$ cat src/pss_pkg.sv
// shared types and constants for the pump speed supervisor
package pss_pkg;

  localparam logic [2:0] FN_TICK     = 3'd0;
  localparam logic [2:0] FN_WAIT     = 3'd1;
  localparam logic [2:0] FN_PRIME    = 3'd2;
  localparam logic [2:0] FN_CLEAR    = 3'd3;
  localparam logic [2:0] FN_STOP     = 3'd4;
  localparam logic [2:0] FN_VARIABLE = 3'd5;
  localparam logic [2:0] FN_SET_DUTY = 3'd6;

  localparam logic [1:0] EV_HIGH_START = 2'd1;
  localparam logic [1:0] EV_HIGH_STOP  = 2'd2;

  localparam logic [3:0] MODE_NONE     = 4'd0;
  localparam logic [3:0] MODE_STOP     = 4'd1;
  localparam logic [3:0] MODE_PROBLEM  = 4'd2;
  localparam logic [3:0] MODE_WAITING  = 4'd3;
  localparam logic [3:0] MODE_PRIMING  = 4'd4;
  localparam logic [3:0] MODE_SEEK     = 4'd5;
  localparam logic [3:0] MODE_MIN      = 4'd6;
  localparam logic [3:0] MODE_MAX      = 4'd7;
  localparam logic [3:0] MODE_VARIABLE = 4'd8;

  localparam logic [1:0] STEP_FULL   = 2'd0;
  localparam logic [1:0] STEP_MID    = 2'd1;
  localparam logic [1:0] STEP_DOWN   = 2'd2;
  localparam logic [1:0] STEP_SETTLE = 2'd3;

  localparam logic [6:0]  FULL_DUTY    = 7'd100;
  localparam logic [6:0]  MID_DUTY     = 7'd50;
  localparam logic [6:0]  LOWEST_DUTY  = 7'd10;
  localparam logic [15:0] SETTLE_READS = 16'd6;
  localparam logic [25:0] SUM_MAX      = 26'h3FF_FFFF;
  localparam logic [9:0]  COUNT_MAX    = 10'd1023;
  localparam int          DIV_STEPS    = 26;

  localparam logic [2:0] REG_SLOW      = 3'd0;
  localparam logic [2:0] REG_LOW_FAST  = 3'd1;
  localparam logic [2:0] REG_HIGH_FAST = 3'd2;
  localparam logic [2:0] REG_TARGET    = 3'd3;
  localparam logic [2:0] REG_GOOD      = 3'd4;
  localparam logic [2:0] REG_WINDOW    = 3'd5;
  localparam logic [2:0] REG_PRIMING   = 3'd6;
  localparam logic [2:0] REG_WAIT      = 3'd7;

  localparam logic [15:0] SLOW_RST      = 16'd26041;
  localparam logic [15:0] LOW_FAST_RST  = 16'd19230;
  localparam logic [15:0] HIGH_FAST_RST = 16'd8333;
  localparam logic [15:0] TARGET_RST    = 16'd22321;
  localparam logic [15:0] GOOD_RST      = 16'd22522;
  localparam logic [9:0]  WINDOW_RST    = 10'd500;
  localparam logic [15:0] PRIMING_RST   = 16'd5000;
  localparam logic [15:0] WAIT_RST      = 16'd10000;

  typedef struct packed {
    logic [15:0] slow;
    logic [15:0] low_fast;
    logic [15:0] high_fast;
    logic [15:0] target;
    logic [15:0] good;
    logic [9:0]  window;
    logic [15:0] priming;
    logic [15:0] wait_len;
  } cfg_t;

  typedef struct packed {
    logic [3:0]  mode;
    logic [1:0]  seek_step;
    logic [6:0]  applied;
    logic [6:0]  working;
    logic [15:0] phase;
    logic [9:0]  window;
    logic [25:0] sum;
    logic [9:0]  count;
    logic        seen_sample;
    logic        seen_good;
    logic        may_step;
    logic        priming_on;
    logic        first_fault;
    logic        err;
    logic        wrote;
  } st_t;

endpackage

$ cat src/pump_speed_supervisor.sv
// pump speed supervisor top level: sequencer, serial divider, apb registers
//
//   channel  direction  handshake                 payload
//   in_      input      in_valid / in_ready       func, level_event, tach_period, ...
//   out_     output     out_valid / out_ready     duty, duty_written, status, minor_error
//   cfg_     apb slave  psel, penable, pready     paddr, pwdata, prdata
//
// a word goes from accept through the pre step to the result; when a tach window closes
// with samples, the average also goes through a 26-step serial divider and a judge step
// in_ready is high only while the sequencer is idle, from the cycle after each result is taken
// a result held by out_ready stalls the next accept
// rst_n is synchronous; it clears the sequencer state and loads the register defaults
module pump_speed_supervisor (
  input  logic        clk,
  input  logic        rst_n,
  input  logic        in_valid,
  output logic        in_ready,
  input  logic [2:0]  in_func,
  input  logic [1:0]  in_level_event,
  input  logic [15:0] in_tach_period,
  input  logic        in_tach_valid,
  input  logic [6:0]  in_duty_request,
  output logic        out_valid,
  input  logic        out_ready,
  output logic [6:0]  out_duty,
  output logic        out_duty_written,
  output logic [3:0]  out_status,
  output logic        out_minor_error,
  input  logic        cfg_psel,
  input  logic        cfg_penable,
  input  logic        cfg_pwrite,
  input  logic [4:0]  cfg_paddr,
  input  logic [31:0] cfg_pwdata,
  output logic [31:0] cfg_prdata,
  output logic        cfg_pready
);

  typedef enum logic [2:0] {S_IDLE, S_PRE, S_DIV, S_JUDGE, S_OUT} fsm_t;

  fsm_t            state_r;
  pss_pkg::cfg_t   cfg_r;
  pss_pkg::st_t    st_r;
  pss_pkg::st_t    pre_nxt;
  pss_pkg::st_t    judge_nxt;
  logic            need_div;
  logic [25:0]     dvd_nxt;
  logic [9:0]      dvs_nxt;
  logic [2:0]      func_r;
  logic [1:0]      ev_r;
  logic [15:0]     period_r;
  logic            tvalid_r;
  logic [6:0]      req_r;
  logic [25:0]     quo_r;
  logic [9:0]      rem_r;
  logic [9:0]      dvs_r;
  logic [4:0]      cnt_r;
  logic [10:0]     trial;
  logic            fit;
  logic [2:0]      widx;

  // ---------------- apb registers ----------------
  assign cfg_pready = 1'b1;
  assign widx = cfg_paddr[4:2];

  always_ff @(posedge clk) begin
    if (!rst_n) begin
      cfg_r.slow      <= pss_pkg::SLOW_RST;
      cfg_r.low_fast  <= pss_pkg::LOW_FAST_RST;
      cfg_r.high_fast <= pss_pkg::HIGH_FAST_RST;
      cfg_r.target    <= pss_pkg::TARGET_RST;
      cfg_r.good      <= pss_pkg::GOOD_RST;
      cfg_r.window    <= pss_pkg::WINDOW_RST;
      cfg_r.priming   <= pss_pkg::PRIMING_RST;
      cfg_r.wait_len  <= pss_pkg::WAIT_RST;
    end else if (cfg_psel && cfg_penable && cfg_pwrite) begin
      case (widx)
        pss_pkg::REG_SLOW:      cfg_r.slow      <= cfg_pwdata[15:0];
        pss_pkg::REG_LOW_FAST:  cfg_r.low_fast  <= cfg_pwdata[15:0];
        pss_pkg::REG_HIGH_FAST: cfg_r.high_fast <= cfg_pwdata[15:0];
        pss_pkg::REG_TARGET:    cfg_r.target    <= cfg_pwdata[15:0];
        pss_pkg::REG_GOOD:      cfg_r.good      <= cfg_pwdata[15:0];
        pss_pkg::REG_WINDOW:    cfg_r.window    <= cfg_pwdata[9:0];
        pss_pkg::REG_PRIMING:   cfg_r.priming   <= cfg_pwdata[15:0];
        pss_pkg::REG_WAIT:      cfg_r.wait_len  <= cfg_pwdata[15:0];
        default: ;
      endcase
    end
  end

  always_comb begin
    case (widx)
      pss_pkg::REG_SLOW:      cfg_prdata = {16'd0, cfg_r.slow};
      pss_pkg::REG_LOW_FAST:  cfg_prdata = {16'd0, cfg_r.low_fast};
      pss_pkg::REG_HIGH_FAST: cfg_prdata = {16'd0, cfg_r.high_fast};
      pss_pkg::REG_TARGET:    cfg_prdata = {16'd0, cfg_r.target};
      pss_pkg::REG_GOOD:      cfg_prdata = {16'd0, cfg_r.good};
      pss_pkg::REG_WINDOW:    cfg_prdata = {22'd0, cfg_r.window};
      pss_pkg::REG_PRIMING:   cfg_prdata = {16'd0, cfg_r.priming};
      pss_pkg::REG_WAIT:      cfg_prdata = {16'd0, cfg_r.wait_len};
      default:                cfg_prdata = 32'd0;
    endcase
  end

  // ---------------- behavior steps ----------------
  function automatic pss_pkg::st_t fault_f(input pss_pkg::st_t s_in,
                                           input pss_pkg::cfg_t c);
    pss_pkg::st_t s;
    s = s_in;
    if (!s.err) begin
      s.applied = 7'd0;
      s.wrote   = 1'b1;
      if (s.first_fault) begin
        if (s.mode != pss_pkg::MODE_PROBLEM) begin
          s.mode        = pss_pkg::MODE_PROBLEM;
          s.phase       = 16'd0;
          s.window      = 10'd0;
          s.err         = 1'b1;
          s.priming_on  = 1'b0;
          s.first_fault = 1'b0;
        end
      end else begin
        // a fault never arrives while waiting, so this only enters the wait
        s.first_fault = 1'b1;
        if (s.mode != pss_pkg::MODE_WAITING) begin
          s.mode   = pss_pkg::MODE_WAITING;
          s.phase  = 16'd0;
          s.window = 10'd0;
        end else if (s.phase < c.wait_len) begin
          s.phase = s.phase + 16'd1;
        end
      end
    end
    return s;
  endfunction

  function automatic pss_pkg::st_t seek_f(input pss_pkg::st_t s_in,
                                          input pss_pkg::cfg_t c);
    pss_pkg::st_t s;
    s = s_in;
    if (s.mode != pss_pkg::MODE_SEEK) begin
      s.mode      = pss_pkg::MODE_SEEK;
      s.seek_step = pss_pkg::STEP_FULL;
      s.working   = pss_pkg::MID_DUTY;
      s.phase     = 16'd0;
      s.window    = 10'd0;
    end
    if (s.may_step) begin
      s.may_step = 1'b0;
      case (s.seek_step)
        pss_pkg::STEP_FULL: begin
          s.applied   = pss_pkg::FULL_DUTY;
          s.wrote     = 1'b1;
          s.seek_step = pss_pkg::STEP_MID;
        end
        pss_pkg::STEP_MID: begin
          s.applied   = pss_pkg::MID_DUTY;
          s.wrote     = 1'b1;
          s.seek_step = pss_pkg::STEP_DOWN;
        end
        pss_pkg::STEP_DOWN: begin
          if (s.working != 7'd0) s.working = s.working - 7'd1;
          if (s.working < pss_pkg::LOWEST_DUTY) begin
            s = fault_f(s, c);
          end else begin
            s.applied = s.working;
            s.wrote   = 1'b1;
          end
        end
        default: ;
      endcase
    end
    return s;
  endfunction

  function automatic pss_pkg::st_t prime_f(input pss_pkg::st_t s_in,
                                           input pss_pkg::cfg_t c);
    pss_pkg::st_t s;
    s = s_in;
    if (s.mode != pss_pkg::MODE_PRIMING) begin
      s.mode   = pss_pkg::MODE_PRIMING;
      s.phase  = 16'd0;
      s.window = 10'd0;
    end
    s.phase = s.phase + 16'd1;
    if (s.phase < c.priming) begin
      if (!s.priming_on) begin
        s.applied    = pss_pkg::FULL_DUTY;
        s.wrote      = 1'b1;
        s.priming_on = 1'b1;
      end
    end else begin
      s.phase      = 16'd0;
      s.window     = 10'd0;
      s.priming_on = 1'b0;
      s = seek_f(s, c);
    end
    return s;
  endfunction

  function automatic pss_pkg::st_t start_f(input pss_pkg::st_t s_in,
                                           input pss_pkg::cfg_t c,
                                           input logic with_wait);
    pss_pkg::st_t s;
    s = s_in;
    if (!with_wait) begin
      s.phase  = 16'd0;
      s.window = 10'd0;
      s = prime_f(s, c);
    end else if (s.mode != pss_pkg::MODE_WAITING) begin
      s.mode   = pss_pkg::MODE_WAITING;
      s.phase  = 16'd0;
      s.window = 10'd0;
    end else if (s.phase < c.wait_len) begin
      s.phase = s.phase + 16'd1;
    end else begin
      s.phase  = 16'd0;
      s.window = 10'd0;
      s = prime_f(s, c);
    end
    return s;
  endfunction

  // six-read settling; the caller works out whether it passes
  function automatic pss_pkg::st_t settle_f(input pss_pkg::st_t s_in,
                                            input pss_pkg::cfg_t c,
                                            input logic [25:0] avg);
    pss_pkg::st_t s;
    s = s_in;
    s.phase = s.phase + 16'd1;
    if (s.phase < pss_pkg::SETTLE_READS) begin
      if (avg <= {10'd0, c.good}) s.seen_good = 1'b1;
    end else begin
      if (!s.seen_good) begin
        if (s.working < pss_pkg::FULL_DUTY) s.working = s.working + 7'd1;
        s.applied = s.working;
        s.wrote   = 1'b1;
      end
      s.seen_good = 1'b0;
      s.phase     = 16'd0;
    end
    return s;
  endfunction

  function automatic pss_pkg::st_t judge_f(input pss_pkg::st_t s_in,
                                           input pss_pkg::cfg_t c,
                                           input logic [25:0] avg);
    pss_pkg::st_t s;
    logic         slow;
    logic         ok;
    logic [15:0]  ph1;
    s    = s_in;
    slow = avg > {10'd0, c.slow};
    ph1  = s.phase + 16'd1;
    ok   = (ph1 >= pss_pkg::SETTLE_READS) && s.seen_good;
    if (s.mode == pss_pkg::MODE_MAX) begin
      if (avg < {10'd0, c.high_fast} || slow) s = fault_f(s, c);
    end else if (s.mode == pss_pkg::MODE_MIN) begin
      if (avg < {10'd0, c.low_fast} || slow) s = fault_f(s, c);
      else s = settle_f(s, c, avg);
    end else if (s.mode == pss_pkg::MODE_SEEK) begin
      s.may_step = 1'b1;
      if (s.seek_step == pss_pkg::STEP_DOWN) begin
        if (avg > {10'd0, c.target}) begin
          s.seek_step = pss_pkg::STEP_SETTLE;
          s.phase     = 16'd0;
          s.window    = 10'd0;
        end
      end else if (s.seek_step == pss_pkg::STEP_SETTLE) begin
        if (avg < {10'd0, c.low_fast} || slow) begin
          s = fault_f(s, c);
        end else begin
          s = settle_f(s, c, avg);
          if (ok) begin
            s.mode        = pss_pkg::MODE_MIN;
            s.first_fault = 1'b0;
          end
        end
      end
    end
    return s;
  endfunction

  // command and tick handling up to the window average
  always_comb begin
    pss_pkg::st_t s;
    logic [26:0]  sum_w;
    s        = st_r;
    s.wrote  = 1'b0;
    need_div = 1'b0;
    dvd_nxt  = st_r.sum;
    dvs_nxt  = st_r.count;
    sum_w    = 27'd0;
    case (func_r)
      pss_pkg::FN_TICK: begin
        case (s.mode)
          pss_pkg::MODE_PROBLEM:  s = fault_f(s, cfg_r);
          pss_pkg::MODE_WAITING:  s = start_f(s, cfg_r, 1'b1);
          pss_pkg::MODE_PRIMING:  s = prime_f(s, cfg_r);
          pss_pkg::MODE_SEEK:     s = seek_f(s, cfg_r);
          pss_pkg::MODE_STOP:     ;
          pss_pkg::MODE_VARIABLE: ;
          default: begin
            if (ev_r == pss_pkg::EV_HIGH_START) begin
              if (s.mode != pss_pkg::MODE_MAX) begin
                s.applied = pss_pkg::FULL_DUTY;
                s.wrote   = 1'b1;
                s.mode    = pss_pkg::MODE_MAX;
              end
            end else if (ev_r == pss_pkg::EV_HIGH_STOP) begin
              if (s.mode != pss_pkg::MODE_MIN) s = seek_f(s, cfg_r);
            end else begin
              s.applied = 7'd0;
              s.wrote   = 1'b1;
              s.mode    = pss_pkg::MODE_NONE;
            end
          end
        endcase
        if (s.mode == pss_pkg::MODE_SEEK || s.mode == pss_pkg::MODE_MIN ||
            s.mode == pss_pkg::MODE_MAX) begin
          s.window = s.window + 10'd1;
          if (tvalid_r) begin
            sum_w = {1'b0, s.sum} + {11'd0, period_r};
            s.sum = sum_w[26] ? pss_pkg::SUM_MAX : sum_w[25:0];
            if (s.count < pss_pkg::COUNT_MAX) s.count = s.count + 10'd1;
            s.seen_sample = 1'b1;
          end
          if (s.window >= cfg_r.window) begin
            // with samples the average goes through the divider and is judged after
            if (s.seen_sample && s.count != 10'd0) begin
              need_div = 1'b1;
              dvd_nxt  = s.sum;
              dvs_nxt  = s.count;
            end else begin
              s = fault_f(s, cfg_r);
            end
            s.seen_sample = 1'b0;
            s.sum         = 26'd0;
            s.count       = 10'd0;
            s.window      = 10'd0;
          end
        end
      end
      pss_pkg::FN_WAIT:  s = start_f(s, cfg_r, 1'b1);
      pss_pkg::FN_PRIME: s = start_f(s, cfg_r, 1'b0);
      pss_pkg::FN_CLEAR: begin
        s.first_fault = 1'b0;
        s.err         = 1'b0;
        s = prime_f(s, cfg_r);
      end
      pss_pkg::FN_STOP: begin
        if (s.mode != pss_pkg::MODE_STOP) begin
          s.mode    = pss_pkg::MODE_STOP;
          s.applied = 7'd0;
          s.wrote   = 1'b1;
        end
      end
      pss_pkg::FN_VARIABLE: s.mode = pss_pkg::MODE_VARIABLE;
      pss_pkg::FN_SET_DUTY: begin
        s.applied = (req_r > pss_pkg::FULL_DUTY) ? pss_pkg::FULL_DUTY : req_r;
        s.wrote   = 1'b1;
      end
      default: ;
    endcase
    pre_nxt = s;
  end

  assign judge_nxt = judge_f(st_r, cfg_r, quo_r);

  // restoring divider step, one quotient bit per cycle
  assign trial = {rem_r, quo_r[25]};
  assign fit   = trial >= {1'b0, dvs_r};

  // ---------------- sequencer ----------------
  always_ff @(posedge clk) begin
    if (!rst_n) begin
      state_r <= S_IDLE;
      st_r    <= '0;
      cnt_r   <= 5'd0;
    end else begin
      case (state_r)
        S_IDLE: begin
          if (in_valid) state_r <= S_PRE;
        end
        S_PRE: begin
          st_r <= pre_nxt;
          if (need_div) begin
            quo_r   <= dvd_nxt;
            dvs_r   <= dvs_nxt;
            rem_r   <= 10'd0;
            cnt_r   <= 5'(pss_pkg::DIV_STEPS - 1);
            state_r <= S_DIV;
          end else begin
            state_r <= S_OUT;
          end
        end
        S_DIV: begin
          rem_r <= fit ? 10'(trial - {1'b0, dvs_r}) : trial[9:0];
          quo_r <= {quo_r[24:0], fit};
          cnt_r <= cnt_r - 5'd1;
          if (cnt_r == 5'd0) state_r <= S_JUDGE;
        end
        S_JUDGE: begin
          st_r    <= judge_nxt;
          state_r <= S_OUT;
        end
        S_OUT: begin
          if (out_ready) state_r <= S_IDLE;
        end
        default: state_r <= S_IDLE;
      endcase
    end
  end

  // input word capture
  always_ff @(posedge clk) begin
    if (in_valid && in_ready) begin
      func_r   <= in_func;
      ev_r     <= in_level_event;
      period_r <= in_tach_period;
      tvalid_r <= in_tach_valid;
      req_r    <= in_duty_request;
    end
  end

  assign in_ready         = (state_r == S_IDLE);
  assign out_valid        = (state_r == S_OUT);
  assign out_duty         = st_r.applied;
  assign out_duty_written = st_r.wrote;
  assign out_status       = st_r.mode;
  assign out_minor_error  = st_r.err;

  // ---------------- checks ----------------
  a_accept_starts: assert property (@(posedge clk) disable iff (!rst_n)
    (in_valid && in_ready) |=> (state_r == S_PRE))
    else $error("accepted word did not start processing");

  a_one_side: assert property (@(posedge clk) disable iff (!rst_n)
    !(in_ready && out_valid))
    else $error("input taken while a result is pending");

  a_div_nonzero: assert property (@(posedge clk) disable iff (!rst_n)
    (state_r == S_DIV) |-> (dvs_r != 10'd0))
    else $error("divider started with zero sample count");

  a_div_len: assert property (@(posedge clk) disable iff (!rst_n)
    (state_r == S_DIV && cnt_r != 5'd0) |=> (state_r == S_DIV))
    else $error("divider left early");

  a_duty_range: assert property (@(posedge clk) disable iff (!rst_n)
    out_valid |-> (out_duty <= pss_pkg::FULL_DUTY))
    else $error("duty above full scale");

endmodule

$ cat config.mk
export PLATFORM = sky130hd
export DESIGN_NAME = pump_speed_supervisor
export DESIGN_NICKNAME = d
export VERILOG_FILES = /design/src/pss_pkg.sv /design/src/pump_speed_supervisor.sv
export SDC_FILE = /design/constraint.sdc
export NUM_CORES = 1
export LEC_CHECK = 0
export BUFFER_PORTS_ARGS = -buffer_cell sky130_fd_sc_hd__clkbuf_2
export CORE_ASPECT_RATIO = 1.5
export CORE_MARGIN = 2
export CORE_UTILIZATION = 65
export DETAILED_ROUTE_END_ITERATION = 6
export PLACE_DENSITY_LB_ADDON = 0.1
export SLEW_MARGIN = 5
export SYNTH_ARGS = -nofsm -noshare
export SYNTH_HDL_FRONTEND = slang
export SYNTH_SLANG_ARGS = --single-unit
$ cat constraint.sdc
create_clock -name clk -period 16.05 [get_ports clk]
set_input_delay 1.605 -clock clk [delete_from_list [all_inputs] [get_ports clk]]
set_output_delay 1.605 -clock clk [all_outputs]
set_load 0.02 [all_outputs]
Yosys cells after proc, flatten, opt, wreduce, memory -nomap -nowiden
Index checks and enable logic that the tools add are counted.
Word-level totals
  register bits after elaboration: 294
  bits of input ports: 73
  output and inout port bits: 48
  word-level logic and storage cells: 782
Cells by class
  add/sub/neg operators: 27
  magnitude comparators: 33
  equal/unequal tests: 124
  multiplexer cells: 497
  bitwise gates (word level): 4
  reduce and logical (&&, ||, !) cells: 64
Operator list (number)
  $mux W89: 23
  $mux W26: 44
  $mux W33: 29
  $mux W75: 9
  $mux W68: 7
  $mux W7: 65
  $pmux W89 S5: 1
  $mux W72: 5
  $mux W16: 22
  $mux W4: 82
  $mux W6: 54
  $pmux W75 S4: 1
  $pmux W32 S8: 1
  $add A16 B1 Y16 const B: 14
  $lt A16 B16 Y1: 14
  $pmux W9 S3: 7
  $pmux W89 S2: 1
  $mux W10: 16
  $mux W43: 3
  $mux W37: 3
  $mux W53: 2
  $mux W3: 34
  $ne A4 B2 Y1 const B: 17
  $mux W1: 55
  73 further kinds: 240

Longest topological paths before layout
Gate-level depths: netlist of the first run.
  depth in word-level cells: 62
  depth in mapped cells: 39
  depth with buffers taken out: 32

Least setup slack after synthesis of the first run
No wires, ideal clock.
  path type: register to register
  start: reg st_r, in the netlist out_status[3]
  end: reg quo_r[0] (enable)
  setup time: 0.441 ns
  arrival time: 8.475 ns
  required time: 15.609 ns
  setup slack: 7.134 ns
  stages on the path, launching flop included: 37
  path buffers: 5
  period minus slack after synthesis: 8.916 ns
  cells stage by stage: dfxtp_1 -> clkbuf_1 -> clkbuf_1 -> nor2_1 -> nand3_1 -> clkbuf_1 -> buf_1 -> nor2_1 -> ha_1 -> nand2_1 -> or4_1 -> nor2_1 -> xor2_1 -> nand2_1 -> inv_1 -> ha_1 -> o21ai_0 -> nor2_1 -> a2111oi_0 -> a32oi_1 -> o21ai_0 -> or3_1 -> clkbuf_1 -> and2_1 -> ha_1 -> nand2_1 -> xor2_1 -> nor2_1 -> ha_1 -> o21ai_0 -> nand2b_1 -> a21oi_1 -> nor2b_1 -> o22ai_1 -> a211oi_4 -> nand3_1 -> a21oi_1
On the way
  longest elaborated chain between the ends: 45
  elaborated cells on any way between the ends: 219
  classes of those cells: 7 x add/sub; 7 x order compare; 30 x eq/ne; 165 x mux; 10 x reduce/logical
RTL lines
  start, declared: RTL line pump_speed_supervisor.sv:42  | pss_pkg::st_t st_r;
  start signal, assigned: RTL line pump_speed_supervisor.sv:385  | st_r <= pre_nxt;
  start signal, assigned: RTL line pump_speed_supervisor.sv:403  | st_r <= judge_nxt;
  $ne A4 B3 Y1: RTL line pump_speed_supervisor.sv:179  | if (s.mode != pss_pkg::MODE_PRIMING) begin
  $mux W4: RTL line pump_speed_supervisor.sv:179
  $mux W4: RTL line pump_speed_supervisor.sv:213  | end else if (s.phase < c.wait_len) begin
  $mux W4: RTL line pump_speed_supervisor.sv:209  | end else if (s.mode != pss_pkg::MODE_WAITING) begin
  $mux W4: RTL line pump_speed_supervisor.sv:295  | case (s.mode)
  $mux W4: RTL line pump_speed_supervisor.sv:293  | case (func_r)
  $ne A4 B3 Y1: RTL line pump_speed_supervisor.sv:140  | if (s.mode != pss_pkg::MODE_SEEK) begin
  $mux W33: RTL line pump_speed_supervisor.sv:140
  [27 not listed]
  $mux W4: RTL line pump_speed_supervisor.sv:209
  $pmux W89 S5 *: RTL line pump_speed_supervisor.sv:295
  $mux W89 *: RTL line pump_speed_supervisor.sv:293
  parallel branches: the longest is 3 deep, another holds $add A10 B1 Y10
  $mux W1 *: RTL line pump_speed_supervisor.sv:318  | if (s.mode == pss_pkg::MODE_SEEK || s.mode == pss_pkg::MODE_MIN ||
  $mux W1 *: RTL line pump_speed_supervisor.sv:293
  $ne A2 B2 Y1 (no source line) *
  $reduce_and A3 Y1 (no source line) *
  end signal, assigned: RTL line pump_speed_supervisor.sv:387  | quo_r <= dvd_nxt;
  end signal, assigned: RTL line pump_speed_supervisor.sv:398  | quo_r <= {quo_r[24:0], fit};
  end, declared: RTL line pump_speed_supervisor.sv:53  | logic [25:0] quo_r;
Every way passes the cells marked *. The select of a mux whose other input is x is not followed.
A chain may end at the register's enable or synchronous reset.

Worst setup path in the final report of the first run
  start: reg st_r, in the netlist out_status[1]
  end: reg rem_r[5] (enable)
On the way
  longest elaborated chain between the ends: 45
  elaborated cells on any way between the ends: 219
  classes of those cells: 7 x add/sub; 7 x order compare; 30 x eq/ne; 165 x mux; 10 x reduce/logical
RTL lines
  $ne A4 B3 Y1: RTL line pump_speed_supervisor.sv:179
  $mux W4: RTL line pump_speed_supervisor.sv:179
  $mux W4: RTL line pump_speed_supervisor.sv:213
  $mux W4: RTL line pump_speed_supervisor.sv:209
  $mux W4: RTL line pump_speed_supervisor.sv:295
  $mux W4: RTL line pump_speed_supervisor.sv:293
  $ne A4 B3 Y1: RTL line pump_speed_supervisor.sv:140
  $mux W33: RTL line pump_speed_supervisor.sv:140
  [27 not listed]
  $mux W4: RTL line pump_speed_supervisor.sv:209
  $pmux W89 S5 *: RTL line pump_speed_supervisor.sv:295
  $mux W89 *: RTL line pump_speed_supervisor.sv:293
  parallel branches: the longest is 3 deep, another holds $add A10 B1 Y10
  $mux W1 *: RTL line pump_speed_supervisor.sv:318
  $mux W1 *: RTL line pump_speed_supervisor.sv:293
  $ne A2 B2 Y1 (no source line) *
  $reduce_and A3 Y1 (no source line) *
  end signal, assigned: RTL line pump_speed_supervisor.sv:397  | rem_r <= fit ? 10'(trial - {1'b0, dvs_r}) : trial[9:0];
  end, declared: RTL line pump_speed_supervisor.sv:54  | logic [9:0] rem_r;
Marked as above.

==> flow_summary.toml, run 1 <==
[power]
power.leakage_nw = 9.282
seqPwrFrac_pct = 43.5
internal_power_mw = 1.262
powerDensity_nw_per_um2 = 75.45
clkPwrFrac_pct = 41.1
pwr-share-comb_pct = 15.3
power_mw = 1.818
p_sw_mw = 0.5555
swShare_pct = 30.56
vdd_ir_drop_max_mv = 0.1008

[floorplanning]
core_area_um2 = 34270
initial_core_util_pct = 66.17
die_area_um2 = 36430
die_w_um = 156.5
row_count = 83
die_h_um = 232.8
io_pins = 121

[worst_setup_path]
path_max_fanout = 36
timing.rr.end = "rem_r[5]"
ff2ff_path_depth = 33
endpoint = "rem_r[5]"
critPathLaunchType = "flop"
cp_data_required_time_ps = 16280
slowest_stage = "a21oi_4"
startpoint = "out_status[1]"
crit_arrival_ps = 9380
endpoint_kind = "flop"
path_class = "flop to flop"
r2r-start = "out_status[1]"
cpPeakStageDelay_ps = 990
reg2reg_slack_ps = 6900

[placed_design]
dpl.hpwl_mm = 58.57
place_congestion = 1.064
place_inst = 3320
place.port_buffers = 85

[final_layout]
utilization_pct = 70.30
area_growth_pct = 6.246
drive_above_1_share_pct = 8.263
finalNetCount = 3168
diodes = 0
fin_cells = 3378

[sta]
clock_skew_ps = 26.16
fmax_ghz = 0.1093
finalSetupTns_ps = 0
hold_viol = 0
setup_violations = 0
period_needed_ps = 9149
slew_violations = 0
rsz0062_at_grt = "no"
tightest_slew_ps = 1440
fin_crit_sh_pct = 57.01
slew_headroom_pct = 2.987

[logic_synthesis]
synth_compound_area_share_pct = 26.87
synthAdderAreaFrac_pct = 9.281
ys.warnings.count = 0
synth_edf_count = 75
yosys-top-cells-area = "dfxtp_1, edfxtp_1, ha_1"
yosysTopAreaCell = "dfxtp_1"
synth_seq_cells = 294
synth.cell_area_um2 = 22680
syn_inst = 2968
synth_cell_type_count = 110
synth_top_family_by_area = "compound AO/OA/AOI/OAI gates"
ys_seq_area_share_pct = 29.27
synth_most_common_cell = "nand2_1"
syn_area_per_cell_um2 = 7.640
synth_mux_area_share_pct = 3.217
synth_top_flop_cell = "dfxtp_1"
synth_commonest_cells = "nand2_1, a21oi_1, dfxtp_1, nor2_1, inv_1"
yosysTopAreaCellShare_pct = 19.33
synth-simple-area-share_pct = 21.45
async_flop_share_pct = 0
synth-xor-area-share_pct = 2.240

[route]
drc = 4
dr.pass1.iters = 7
wirelength_mm = 82.89
via_count = 23827
ant_nets = 0
viasPerCell = 7.054
detail_route.wl_per_cell_um = 24.54
drt_iter0_markers = 2767

[global_routing]
track_usage_pct = 44.92
grt_pass1_vias = 22449
grt_antenna_before_repair = 4
grt_max_degree = 87
overflow = 0
grt_pass1_wl_mm = 126.3

[clock_tree]
clk_pin_slew_worst_paths_ps = 70
clock-root-buffer = "clkbuf_16"
postCtsHoldBufs = 0
clock_sinks = 294
clockBufferDepth = 3
tritoncts = "done"
htreeDepth = 1
cts_setup_buffers = 0
cts_buffers = 31
clk_latency_ps = 620
postCtsResizedCells = 0

[run]
max_cap_violations = 0

[hold_path]
min_path_type = "flop to flop"

[status]
failed_checks = "DRC"
status = "finished with violations"
-- final cells by class --
type                       count  area [um^2]
multi-input combinational   2287        14470
clock inverter                22        219.0
tap                          425        531.8
sequential                   294         6636
inverter                     190        715.7
timing repair buffer         124        720.7
fill                        2885        10180
clock buffer                  36        804.5
-- logic make-up (layout without fill, tap and decap cells) --
logic type,after synthesis,after routing
adders and majority gates,167,167
and+or+nand+nor,1038,1038
muxes,62,62
DFF,294,294
buffers and inverters,414,372
xor gates and xnor gates,58,58
AOI/OAI and AO/OA,933,933
other,2,29
-- critical path, delay by kind of cell, from the launching register on --
kind,cells,cell delay [ps]
DFF,1,570
adders and majority gates,4,1110
xor gates and xnor gates,2,350
buffers and inverters,4,770
and+or+nand+nor,14,2900
AOI/OAI and AO/OA,9,3030
-- state kept, by name, summed over array words and instances, names as in the netlist, 5 cells and up --
signal,flops
st_r,76
quo_r,26
cnt_r,5
dvs_r,10
cfg_r,122
rem_r,10
out_duty,7
period_r,16
req_r,7
-- how the worst min path moves through the flow --
stage               startpoint         end  slack (ps)  depth (start not counted)
finish              cfg_r[108]  cfg_r[108]         450                          2
global route        cfg_r[108]  cfg_r[108]         470                          2
CTS                 cfg_r[108]  cfg_r[108]         450                          2
detailed placement  cfg_r[108]  cfg_r[108]         450                          2
global placement    cfg_r[121]  cfg_r[121]         440                          2
floorplan             cnt_r[0]    cnt_r[0]         430                          1
-- power groups by stage --
stage | registers [mW] | clock network (mW) | logic [mW]
after detailed placement | 0.807 | 0 | 0.261
after floorplan | 0.794 | 0 | 0.192
after global routing | 0.792 | 0.776 | 0.293
after CTS | 0.790 | 0.746 | 0.263
final | 0.792 | 0.748 | 0.279
after global placement | 0.806 | 0 | 0.257
-- layout by cell type (no fill, tap or decap), types with 19 or more instances in the layout --
cell type and n:
a21o_1 26, nand3_1 102, o211ai_1 75, inv_1 189, conb_1 29, o21ai_0 178, nor3_1 60, ha_1 165
a21oi_1 291, o21a_1 19, mux2i_1 47, xnor2_1 36, o22ai_1 25, buf_4 40, nand2b_1 34, nor2_1 212
xor2_1 22, edfxtp_1 75, a31oi_1 34, clkbuf_16 31, nor2b_1 26, dfxtp_1 219, nand2_1 424, and2_1 21
nand4_1 38, and3_1 22, a211oi_1 35, clkbuf_2 84, o31ai_1 24
-- stage by stage --
| stage | hold slack (ps) | cell area, um^2 | setup WS (ps) |
|---|---|---|---|
| after floorplan | 434.3 | 22780 | 7134 |
| after CTS | 454.9 | 24090 | 7048 |
| after global placement | 442.4 | 23070 | 7352 |
| after detailed placement | 446.3 | 23070 | 7080 |
| after global routing | 470.8 | 24090 | 6363 |
| final | 451.9 | 24090 | 6901 |
-- layer usage --
layer,GRT usage (%),up-vias,part of all wire (%)
li1,-,10634,-
met3,11.68,501,11
met5,0,-,0.062
met2,70.48,1607,44
met1,51.72,11077,35
met4,35.49,8,9.4
(Power assumes the default switching activity.)
==> inputs of run 2 (changes only) <==
Settings changed: CORE_UTILIZATION 65 to 63.
Clock period 16.05 ns to 9.2 ns, I/O delays scaled along.
==> flow_summary.toml, run 2 (synthesized netlist as in run 1, its figures left out) <==
[status]
status = "finished, final reports clean"

[final_layout]
drive_above_1_share_pct = 8.819
layout_common_cells = "nand2_1, a21oi_1, dfxtp_1, nor2_1, inv_1"
final_common_cell = "nand2_1"
finalNetCount = 3186
largest_reg_flops = 122
area_growth_pct = 7.256
regMostFlops = "cfg_r"
reg.largest.list = "cfg_r (122), st_r (76), quo_r (26)"
diodes = 0

[worst_setup_path]
endpoint_kind = "flop"
path_class = "flop to flop"
cpPeakStageDelay_ps = 950
cpMostUsedCell = "nor2_1"
slowest_stage = "and2_1"
crit_arrival_ps = 8650
cp_data_required_time_ps = 9510
path_max_fanout = 25
critPathLaunchType = "flop"

[global_routing]
grt_antenna_before_repair = 2
track_usage_pct = 43.31
grt_max_degree = 69
grt_pass1_wl_mm = 128.3
overflow = 0
grt_pass1_vias = 22540

[power]
clkPwrFrac_pct = 41.9
power_mw = 3.219
internal_power_mw = 2.262
pwr-share-comb_pct = 15.4
powerDensity_nw_per_um2 = 132.3
power.leakage_nw = 9.383
swShare_pct = 29.74
seqPwrFrac_pct = 42.7
vdd_ir_drop_max_mv = 0.1568
p_sw_mw = 0.9572

[run]
max_cap_violations = 0

[placed_design]
dpl.hpwl_mm = 60.56
place.port_buffers = 85
place_congestion = 1.045

[sta]
tightest_slew_ps = 1227
rsz0062_at_grt = "no"
slew_headroom_pct = 17.99
setup_violations = 0
period_needed_ps = 8346
fin_crit_sh_pct = 90.72
finalSetupTns_ps = 0
hold_viol = 0
clock_skew_ps = 12.45
fmax_ghz = 0.1198
slew_violations = 0

[route]
detail_route.wl_per_cell_um = 24.34
via_count = 23720
wirelength_mm = 83.96
drt_iter0_markers = 2654
viasPerCell = 6.877
drc = 0
ant_nets = 0
dr.pass1.iters = 7

[clock_tree]
clock_sinks = 294
htreeDepth = 1
clk_latency_ps = 610
clock-root-buffer = "clkbuf_16"
clk_pin_slew_worst_paths_ps = 70
cts_setup_buffers = 0
postCtsHoldBufs = 0
clockBufferDepth = 3
tritoncts = "done"
postCtsResizedCells = 0
cts_buffers = 31

[floorplanning]
io_pins = 121
die_h_um = 236.4
die_w_um = 158.9
row_count = 85
die_area_um2 = 37560
initial_core_util_pct = 63.46
core_area_um2 = 35730

[hold_path]
min_path_type = "flop to flop"
-- run 2: cell count changes in the layout (fill, tap and decap cells not counted) --
| cell | delta |
|---|---|
| inv_6 | -1 |
| clkinv_8 | -1 |
| clkinvlp_4 | +1 |
| nor3_2 | +1 |
| buf_4 | +18 |
| clkinv_1 | -2 |
| clkinv_4 | -1 |
| nor3_4 | -1 |
| clkbuf_1 | +2 |
| bufinv_16 | +2 |
-- run 2: area by class of cell --
| type | count | area [um^2] |
|---|---|---|
| multi-input cells | 2287 | 14460 |
| fillers | 3097 | 11410 |
| flip-flops and latches | 294 | 6636 |
| repair buffers | 142 | 855.8 |
| clock buffers | 38 | 812.0 |
| inverters | 190 | 715.7 |
| well taps | 478 | 598.1 |
| clock inverters | 20 | 245.2 |
-- run 2: path summary, 6_finish.rpt --
path	start	endpoint	slack, ps	cells past startpoint
worst max-delay path	out_status[3]	quo_r[0]	850	34
worst min-delay path	cfg_r[12]	cfg_r[12]	460	2
worst max register to register	out_status[3]	quo_r[0]	850	34
worst min register to register	cfg_r[12]	cfg_r[12]	460	2
-- run 2: per-stage QoR --
stage               hold WS (ps)  worst slack [ps]  util [%]  instance area (um^2)  cells
floorplan                  434.3             283.7         -                 22780   2995
global placement           441.3              1272     65.11                 23260   3391
detailed placement         447.9              1064     65.11                 23260   3391
CTS                        456.2              1016     68.06                 24320   3449
global route               478.3             337.4     68.06                 24320   3449
finish                     455.8             854.1     68.06                 24320   3449
-- run 2: routing by layer --
| layer | vias up | share of wire (%) | global-route usage (%) |
|---|---|---|---|
| li1 | 10688 | - | - |
| met4 | 2 | 9.1 | 34.49 |
| met3 | 447 | 9.9 | 7.790 |
| met5 | - | 0.015 | 0 |
| met2 | 1475 | 46 | 71.03 |
| met1 | 11108 | 35 | 49.76 |
-- run 2: worst max-delay path, delay by kind of cell (launching register included) --
family	cells	cell delay [ps]
mux	2	460
xor+xnor	2	330
compound gates	8	1820
flops	1	310
buf+inv	3	580
simple gates	15	3410
fa+ha+maj	4	1110
-- run 2: power groups by stage --
stage | Combinational (mW) | Clock [mW] | Sequential (mW)
floorplan | 0.335 | 0 | 1.38
global placement | 0.465 | 0 | 1.40
detailed placement | 0.472 | 0 | 1.40
CTS | 0.475 | 1.35 | 1.37
global route | 0.520 | 1.39 | 1.38
finish | 0.495 | 1.35 | 1.38
